### src/rtl/mews_pkg.sv
package mews_pkg;

    localparam int FINGERS             = 5;
    localparam int READINGS_PER_FINGER = 24;
    localparam int NUM_CHANNELS        = FINGERS * READINGS_PER_FINGER;

    localparam int CH_W    = 7;
    localparam int DATA_W  = 16;
    localparam int ALPHA_W = 17;
    localparam int FRAC_W  = 16;

    localparam logic [ALPHA_W-1:0] ALPHA_ONE   = 17'd65536;
    localparam logic [ALPHA_W-1:0] ALPHA_RESET = 17'd16384;

    typedef logic [CH_W-1:0]          channel_t;
    typedef logic signed [DATA_W-1:0] sample_t;
    typedef logic [ALPHA_W-1:0]       alpha_t;

endpackage

### src/rtl/mews_blend.sv
module mews_blend
(
    input  mews_pkg::sample_t newer,
    input  mews_pkg::sample_t older,
    input  mews_pkg::alpha_t  alpha,
    output mews_pkg::sample_t result
);

    // alpha*new + (1-alpha)*old == old + alpha*(new-old), scaled by 2^16
    logic signed [mews_pkg::DATA_W:0]    diff;
    logic signed [mews_pkg::ALPHA_W:0]   alpha_s;
    logic signed [mews_pkg::DATA_W+mews_pkg::ALPHA_W+1:0] prod;
    logic signed [mews_pkg::DATA_W+mews_pkg::ALPHA_W+1:0] acc;
    logic signed [mews_pkg::DATA_W+mews_pkg::ALPHA_W+1:0] quot;

    always_comb
    begin
        diff    = {newer[mews_pkg::DATA_W-1], newer} - {older[mews_pkg::DATA_W-1], older};
        alpha_s = {1'b0, alpha};
        prod    = (mews_pkg::DATA_W+mews_pkg::ALPHA_W+2)'(alpha_s)
                * (mews_pkg::DATA_W+mews_pkg::ALPHA_W+2)'(diff);
        acc     = ((mews_pkg::DATA_W+mews_pkg::ALPHA_W+2)'(older) <<< mews_pkg::FRAC_W) + prod;
        quot    = acc >>> mews_pkg::FRAC_W;
        // arithmetic shift floors; bump negatives with a remainder to truncate toward zero
        if (acc[mews_pkg::DATA_W+mews_pkg::ALPHA_W+1] && (acc[mews_pkg::FRAC_W-1:0] != '0))
        begin
            quot = quot + (mews_pkg::DATA_W+mews_pkg::ALPHA_W+2)'(1);
        end
        result = quot[mews_pkg::DATA_W-1:0];
    end

endmodule

### src/rtl/multichannel_ewma_smoother_core.sv
// Channel  Dir  Handshake            Payload
// in       in   in_valid / in_stall  channel[6:0], sample[15:0] signed
// out      out  out_valid / out_stall out_channel[6:0], smoothed[15:0] signed
// cfg      in   cfg_valid / cfg_ready alpha_weight[16:0]
//
// One word per cycle sustained while out_stall is low; out_valid is registered after s1.
// The per-channel store is a 120 x 16 RAM read at accept and written as s1 fires;
// a back-to-back hit on the same channel takes the last written value instead.
// Reset clears the seen bits (flops), out_valid and sets alpha_reg to 0.25; no sweep.
// out_stall backs up through the update stage into in_stall in the same cycle.
module multichannel_ewma_smoother_core
(
    input  logic                      clk,
    input  logic                      rst_n,

    input  logic                      in_valid,
    output logic                      in_stall,
    input  mews_pkg::channel_t        channel,
    input  mews_pkg::sample_t         sample,

    output logic                      out_valid,
    input  logic                      out_stall,
    output mews_pkg::channel_t        out_channel,
    output mews_pkg::sample_t         smoothed,

    input  logic                      cfg_valid,
    output logic                      cfg_ready,
    input  mews_pkg::alpha_t          alpha_weight
);

    mews_pkg::sample_t  mem [0:mews_pkg::NUM_CHANNELS-1];
    mews_pkg::sample_t  ram_q_reg;

    logic [mews_pkg::NUM_CHANNELS-1:0] seen_reg;
    mews_pkg::alpha_t   alpha_reg;

    logic               s1_valid_reg;
    mews_pkg::channel_t s1_ch_reg;
    mews_pkg::sample_t  s1_sample_reg;

    logic               wr_valid_reg;
    mews_pkg::channel_t wr_ch_reg;
    mews_pkg::sample_t  wr_data_reg;

    logic               out_valid_reg;
    mews_pkg::channel_t out_ch_reg;
    mews_pkg::sample_t  out_data_reg;

    logic               in_fire;
    logic               out_free;
    logic               s1_fire;
    logic               in_range;
    logic               in_range_rd;
    logic               seen_hit;
    mews_pkg::sample_t  old_val;
    mews_pkg::sample_t  blend_val;
    mews_pkg::sample_t  s1_result;

    assign cfg_ready = 1'b1;

    assign out_free = !out_valid_reg || !out_stall;
    assign s1_fire  = s1_valid_reg && out_free;
    assign in_stall = s1_valid_reg && !out_free;
    assign in_fire  = in_valid && !in_stall;

    assign in_range_rd = (32'(channel) < mews_pkg::NUM_CHANNELS);
    assign in_range    = (32'(s1_ch_reg) < mews_pkg::NUM_CHANNELS);
    assign seen_hit    = in_range ? seen_reg[s1_ch_reg] : 1'b0;

    // RAM read at accept may miss the write landing on the same edge
    assign old_val = (wr_valid_reg && (wr_ch_reg == s1_ch_reg)) ? wr_data_reg : ram_q_reg;

    mews_blend u_blend
    (
        .newer  (s1_sample_reg),
        .older  (old_val),
        .alpha  (alpha_reg),
        .result (blend_val)
    );

    assign s1_result = seen_hit ? blend_val : s1_sample_reg;

    always_ff @(posedge clk)
    begin
        if (in_fire && in_range_rd)
        begin
            ram_q_reg <= mem[channel];
        end
        if (s1_fire && in_range)
        begin
            mem[s1_ch_reg] <= s1_result;
        end
    end

    always_ff @(posedge clk)
    begin
        if (in_fire)
        begin
            s1_ch_reg     <= channel;
            s1_sample_reg <= sample;
        end
        if (s1_fire)
        begin
            out_ch_reg   <= s1_ch_reg;
            out_data_reg <= s1_result;
        end
        if (s1_fire && in_range)
        begin
            wr_ch_reg   <= s1_ch_reg;
            wr_data_reg <= s1_result;
        end
    end

    always_ff @(posedge clk or negedge rst_n)
    begin
        if (!rst_n)
        begin
            alpha_reg     <= mews_pkg::ALPHA_RESET;
            seen_reg      <= '0;
            s1_valid_reg  <= 1'b0;
            wr_valid_reg  <= 1'b0;
            out_valid_reg <= 1'b0;
        end
        else
        begin
            if (cfg_valid && cfg_ready)
            begin
                alpha_reg <= (alpha_weight > mews_pkg::ALPHA_ONE) ? mews_pkg::ALPHA_ONE
                                                                  : alpha_weight;
            end
            if (in_fire)
            begin
                s1_valid_reg <= 1'b1;
            end
            else if (s1_fire)
            begin
                s1_valid_reg <= 1'b0;
            end
            if (s1_fire && in_range)
            begin
                seen_reg[s1_ch_reg] <= 1'b1;
                wr_valid_reg        <= 1'b1;
            end
            if (s1_fire)
            begin
                out_valid_reg <= 1'b1;
            end
            else if (!out_stall)
            begin
                out_valid_reg <= 1'b0;
            end
        end
    end

    assign out_valid   = out_valid_reg;
    assign out_channel = out_ch_reg;
    assign smoothed    = out_data_reg;

endmodule
### config.mk
export PLATFORM = sky130hd
export DESIGN_NAME = multichannel_ewma_smoother_core
export DESIGN_NICKNAME = d
export VERILOG_FILES = /design/src/rtl/mews_pkg.sv /design/src/rtl/mews_blend.sv /design/src/rtl/multichannel_ewma_smoother_core.sv
export SDC_FILE = /design/constraint.sdc
export NUM_CORES = 2
export LEC_CHECK = 0
export BUFFER_PORTS_ARGS = -buffer_cell sky130_fd_sc_hd__buf_2
export CORE_UTILIZATION = 65
export CTS_CLUSTER_DIAMETER = 120
export DETAILED_ROUTE_END_ITERATION = 8
export PLACE_DENSITY = 0.79
export SYNTH_ARGS = -nofsm -noshare
export SYNTH_HDL_FRONTEND = slang
export SYNTH_SLANG_ARGS = --single-unit
### constraint.sdc
create_clock -name clk -period 30.7 [get_ports clk]
set_clock_uncertainty 0.05 [all_clocks]
set_input_delay 6.14 -clock clk [delete_from_list [all_inputs] [get_ports clk]]
set_output_delay 6.14 -clock clk [all_outputs]
set_load 0.1 [all_outputs]
* Word-level counts from Yosys, hierarchy flattened
Memory sizes are Yosys's and may differ from the RTL's. A register that Yosys moved wholly into a read port is not among the register bits. Cells that the tools add are included.
Storage, ports and cells: bits of input ports 45, bits in latches 0, memory bits (writable) 1920, register bits after elaboration 209, bits in read-only memories 0, memories 1, output and inout bits 26
Operators by class: shift-type cells 0, magnitude comparators 5, mux-type cells 15, bitwise logic cells 1, divide/modulo/power cells 0, add/sub/neg operators 3, reduce and logical (&&, ||, !) cells 15, equal/unequal tests 2, multiply operators 1
Memory list:
- mem | words 120, width 16, rd ports 1, clocked after memory_dff 1, write ports 1, RTL line multichannel_ewma_smoother_core.sv:31 | mews_pkg::sample_t mem [0:mews_pkg::NUM_CHANNELS-1];
Operators with widths (number):
- $or 120x120->120 | 1
- $mux 16 | 3
- $add 32x35->35 | 1
- $mul 18x17->35 | 1
- $gt 17x17->1 const B | 1
- $mux 17 | 1
- $sub 16x16->17 | 1
- $add 16x2->16 const B | 1
- $reduce_bool 16->1 | 1
- $lt 7x7->1 const B | 2
- $mux 1 | 9
- $logic_and 1x1->1 | 8
- $lt 7x8->1 const B | 1
- $bmux 1 s7 | 1
- $demux 1 s7 | 1
- $eq 7x7->1 | 1
- $ge 7x1->1 const B | 1
- $logic_not 1->1 | 4
- $ne 2x1->1 const B | 1
- $reduce_bool 2->1 | 1
- $logic_or 1x1->1 | 1

* Logic depth before layout (Yosys ltp)
word-level depth 10, mapped depth 41

* Hierarchy
Synthesis repeated with hierarchy kept, for this count alone.
Unflattened totals: cells, all modules 5206, area, all modules 95242.6 um^2
Modules (own cells, without submodules):
- multichannel_ewma_smoother_core | seq. area each 63712.4 um^2, area each 82489.1 um^2, times used 1, cells each 3642
- mews_blend | seq. area each 0.0 um^2, area each 12753.5 um^2, times used 1, cells each 1564

* Worst setup path after synthesis
No wires, ideal clock.
kind reg2reg, start reg s1_ch_reg[4], end mem mem[0][0] (netlist bit) (data pin), library setup time 887 ps, path slack 17613 ps, period minus slack after synthesis 13087 ps, data required time 29763 ps, cell stages (with the launch flop) 36, arrival 12150 ps, cells stage by stage edfxtp_1 -> buf_2 -> xnor2_1 -> nand4_1 -> nor2_1 -> clkbuf_1 -> mux2_2 -> inv_1 -> ha_1 -> a211o_1 -> o32ai_2 -> o21ai_1 -> a21oi_1 -> xnor2_1 -> buf_2 -> and2_1 -> fa_1 -> fa_1 -> inv_1 -> fa_1 -> inv_1 -> fa_1 -> inv_1 -> fa_1 -> fa_1 -> inv_1 -> ha_1 -> clkbuf_1 -> nand4_1 -> a2111oi_2 -> or3b_1 -> a311o_1 -> nand3_2 -> nor2_1 -> xnor2_1 -> mux2i_1
Between the ends: cells in the longest elaborated chain, start to end 10, elaborated cells on any way between the ends 15, classes of those cells 3 x add/sub; 1 x mul; 1 x order compare; 1 x eq/ne; 6 x mux; 3 x reduce/logical
RTL lines:
- start: declaration | RTL line multichannel_ewma_smoother_core.sv:38 | mews_pkg::channel_t s1_ch_reg;
- start signal: assignment | RTL line multichannel_ewma_smoother_core.sv:99 | s1_ch_reg <= channel;
- parallel branches: the longest is 9 deep, another holds $mul 18x17->35
- $mux 16 (*) | RTL line multichannel_ewma_smoother_core.sv:81 | assign s1_result = seen_hit ? blend_val : s1_sample_reg;
- net s1_result[0] | RTL line multichannel_ewma_smoother_core.sv:57 | mews_pkg::sample_t s1_result;
- end: declaration | RTL line multichannel_ewma_smoother_core.sv:31
Mark *: on every way through the listed nets, which the timed path passes. The select of a mux whose other input is x is not followed.

* Final worst setup path
start in out_stall, end out in_stall
Between the ends: cells in the longest elaborated chain, start to end 4
RTL lines:
- start: declaration | RTL line multichannel_ewma_smoother_core.sv:22 | input logic out_stall,
- $logic_not 1->1
- $logic_or 1x1->1 | RTL line multichannel_ewma_smoother_core.sv:61 | assign out_free = !out_valid_reg || !out_stall;
- $logic_not 1->1 | RTL line multichannel_ewma_smoother_core.sv:63 | assign in_stall = s1_valid_reg && !out_free;
- $logic_and 1x1->1 | RTL line multichannel_ewma_smoother_core.sv:63
- end: declaration | RTL line multichannel_ewma_smoother_core.sv:17 | output logic in_stall,
Every way passes these cells.

==> metrics.cfg <==
[global_routing]
grt_usage_pct = 33.41
grt_pass1_vias = 50860
antenna_found_initial = 15
grt_max_degree = 158
grt_pass1_wl_um = 345800
overflow = 0

[floorplan]
io_pins = 71
rows = 138
start_util_pct = 65.81
die_h_um = 381.5
die_width_um = 381.5
dieArea_um2 = 145600
design.core.area_um2 = 142300

[sta]
fin_worst_hold_slack_ps = 420.3
fmax_ghz = 0.07672
fin_crit_ps = 13030
fin_crit_sh_pct = 42.46
final-setup-viol-count = 0
tightest_slew_ps = 1332
slew_headroom_pct = 11.20
fin_setup_tns_ps = 0
rsz0062_at_grt = no
maxSlewViolCount = 0
finalHoldViolations = 0

[clock_tree]
root_buffer = clkbuf_16
htree_levels = 4
clk_pin_slew_worst_paths_ps = 60
post_cts_buffers = 0
cts.sinks = 2145
clock_latency_ps = 870
numCtsBuffers = 202
cts_max_path_buffers = 3
ctsHoldBuffers = 0
cts_tree = done
cts_resized = 0

[synthesis]
synth_top_area_share_pct = 64.30
syn-cell-area_um2 = 93630
synth_edf_count = 2005
synthMostInstantiatedCell = edfxtp_1
yosysWarnings = 0
ys_seq_area_share_pct = 68.04
ys_top_cells_by_area = edfxtp_1, mux4_2, fa_1
synth_nets = 5334
synth_cell_type_count = 80
async_flop_share_pct = 6.527
ys_ff_latch = 2145
syn_avg_cell_area_um2 = 19.13
yosys-top-cells-count = edfxtp_1, mux4_2, inv_1, fa_1, nand2_1
syn_inst = 4894
synth_flop_cell = edfxtp_1
yosys.area.top_type = edfxtp_1

[layout]
largest_register_ffs = 1920
fin_util_pct = 72.69
finalInstanceArea_um2 = 103400
fin_nets = 5559
syn_to_final_growth_pct = 10.45
drive_gt1_share_pct = 26.33
fillers = 7926

[setup_path]
required_ps = 24510
critPathLaunchType = primary input
arrival_ps = 6840
cp-end-kind = output port
critPathKind = in2out
cp_max_fo = 3

[outcome]
status = complete, no violations

[drt]
vias = 48770
top_layer = met5
met2WireLength_um = 116500
firstDrtPassIters = 6
drt-met1-wl_um = 83900
vias_per_cell = 6.787
wl_um = 235800
drc = 0
avgRoutedWirePerCell_um = 32.81
antenna_left = 0
dr_wl_met3_um = 23870
drt_iter0_markers = 6420

[place]
gp_congestion = 0.8896
placed_area_um2 = 97080
dp_hpwl_um = 134800
place.port_buffers = 69

[job]
cap_violations = 0

[worst_hold_path]
worstHoldPathType = reg2reg

==> per-stage QoR <==
stage | setup slack, ps | instances
2_1_floorplan | 17610 | 4894
3_3_place_gp | 17660 | 6804
3_5_place_dp | 17660 | 6804
4_1_cts | 17660 | 7180
5_1_grt | 17410 | 7181
6_report | 17670 | 7186
==> worst max-delay path, stage by stage <==
cell     delay [ps]
buf_2            90
nand3_1         110
inv_1            80
buf_2           420
==> kinds of logic after synthesis <==
group	count (synthesis)	share of synthesized area, %
buffers and inverters	604	2.461
AO/OA/AOI/OAI	227	1.714
multiplexers	691	15.83
adder cells (fa/ha/maj)	396	7.229
XOR/XNOR	58	0.5666
other	1	0.004005
AND/OR/NAND/NOR	772	4.152
flip-flops	2145	68.04
==> layout by cell type (no fill, tap or decap), types with 9 or more instances in the layout <==
cell	Yosys	layout
o21ai_0	35	35
or2_2	129	129
inv_1	372	372
a221oi_1	9	9
buf_2	20	64
mux4_2	626	626
a22oi_1	48	48
mux2_4	0	15
clkbuf_1	163	49
clkinv_2	0	39
nand4_1	35	35
nor2_2	0	16
nand2_1	208	208
a21o_1	15	15
fa_1	242	242
nor3_1	12	11
nor2_1	183	167
clkinv_1	0	48
a21oi_1	43	43
dfrtp_1	139	139
nand3_1	23	23
mux2_2	57	42
nor2b_1	14	14
nand2b_1	13	13
edfxtp_1	2005	2005
xor2_1	15	14
clkbuf_16	0	203
and2_1	105	105
xnor2_1	41	37
ha_1	153	153
buf_4	3	179
==> path summary, 6_finish.rpt <==
path	from	endpoint	slack (ps)	cells past startpoint
max in group asynchronous	rst_n	seen_reg[87]$_DFFE_PN0P_	23800	2
min reg2reg	seen_reg[45]$_DFFE_PN0P_	seen_reg[45]$_DFFE_PN0P_	420	1
max	out_stall	in_stall	17670	4
min	seen_reg[45]$_DFFE_PN0P_	seen_reg[45]$_DFFE_PN0P_	420	1
max reg2reg	s1_ch_reg[4]$_DFFE_PP_	mem[72][7]$_DFFE_PP_	17970	35
min in group asynchronous	rst_n	seen_reg[47]$_DFFE_PN0P_	5240	1
==> metal layers <==
metal | up-vias | GRT usage (%)
met5 | - | 0
met4 | 16 | 14.65
met3 | 633 | 6.965
met2 | 3264 | 53.83
met1 | 25390 | 44.87
li1 | 19460 | -
==> cell type report <==
cell class	instances	area, µm²	area share [%]
Sequential cell	2145	63710	61.61
Multi-Input combinational cell	2145	27800	26.88
Clock buffer	259	5360	5.183
Tap cell	1890	2365	2.287
Timing Repair Buffer	253	1817	1.757
Inverter	372	1396	1.350
Clock inverter	117	958.4	0.9267
Antenna cell	5	12.51	0.01210
Power is not shown: default switching activity piles up to over one toggle a cycle in this logic, so the estimate is an artifact.
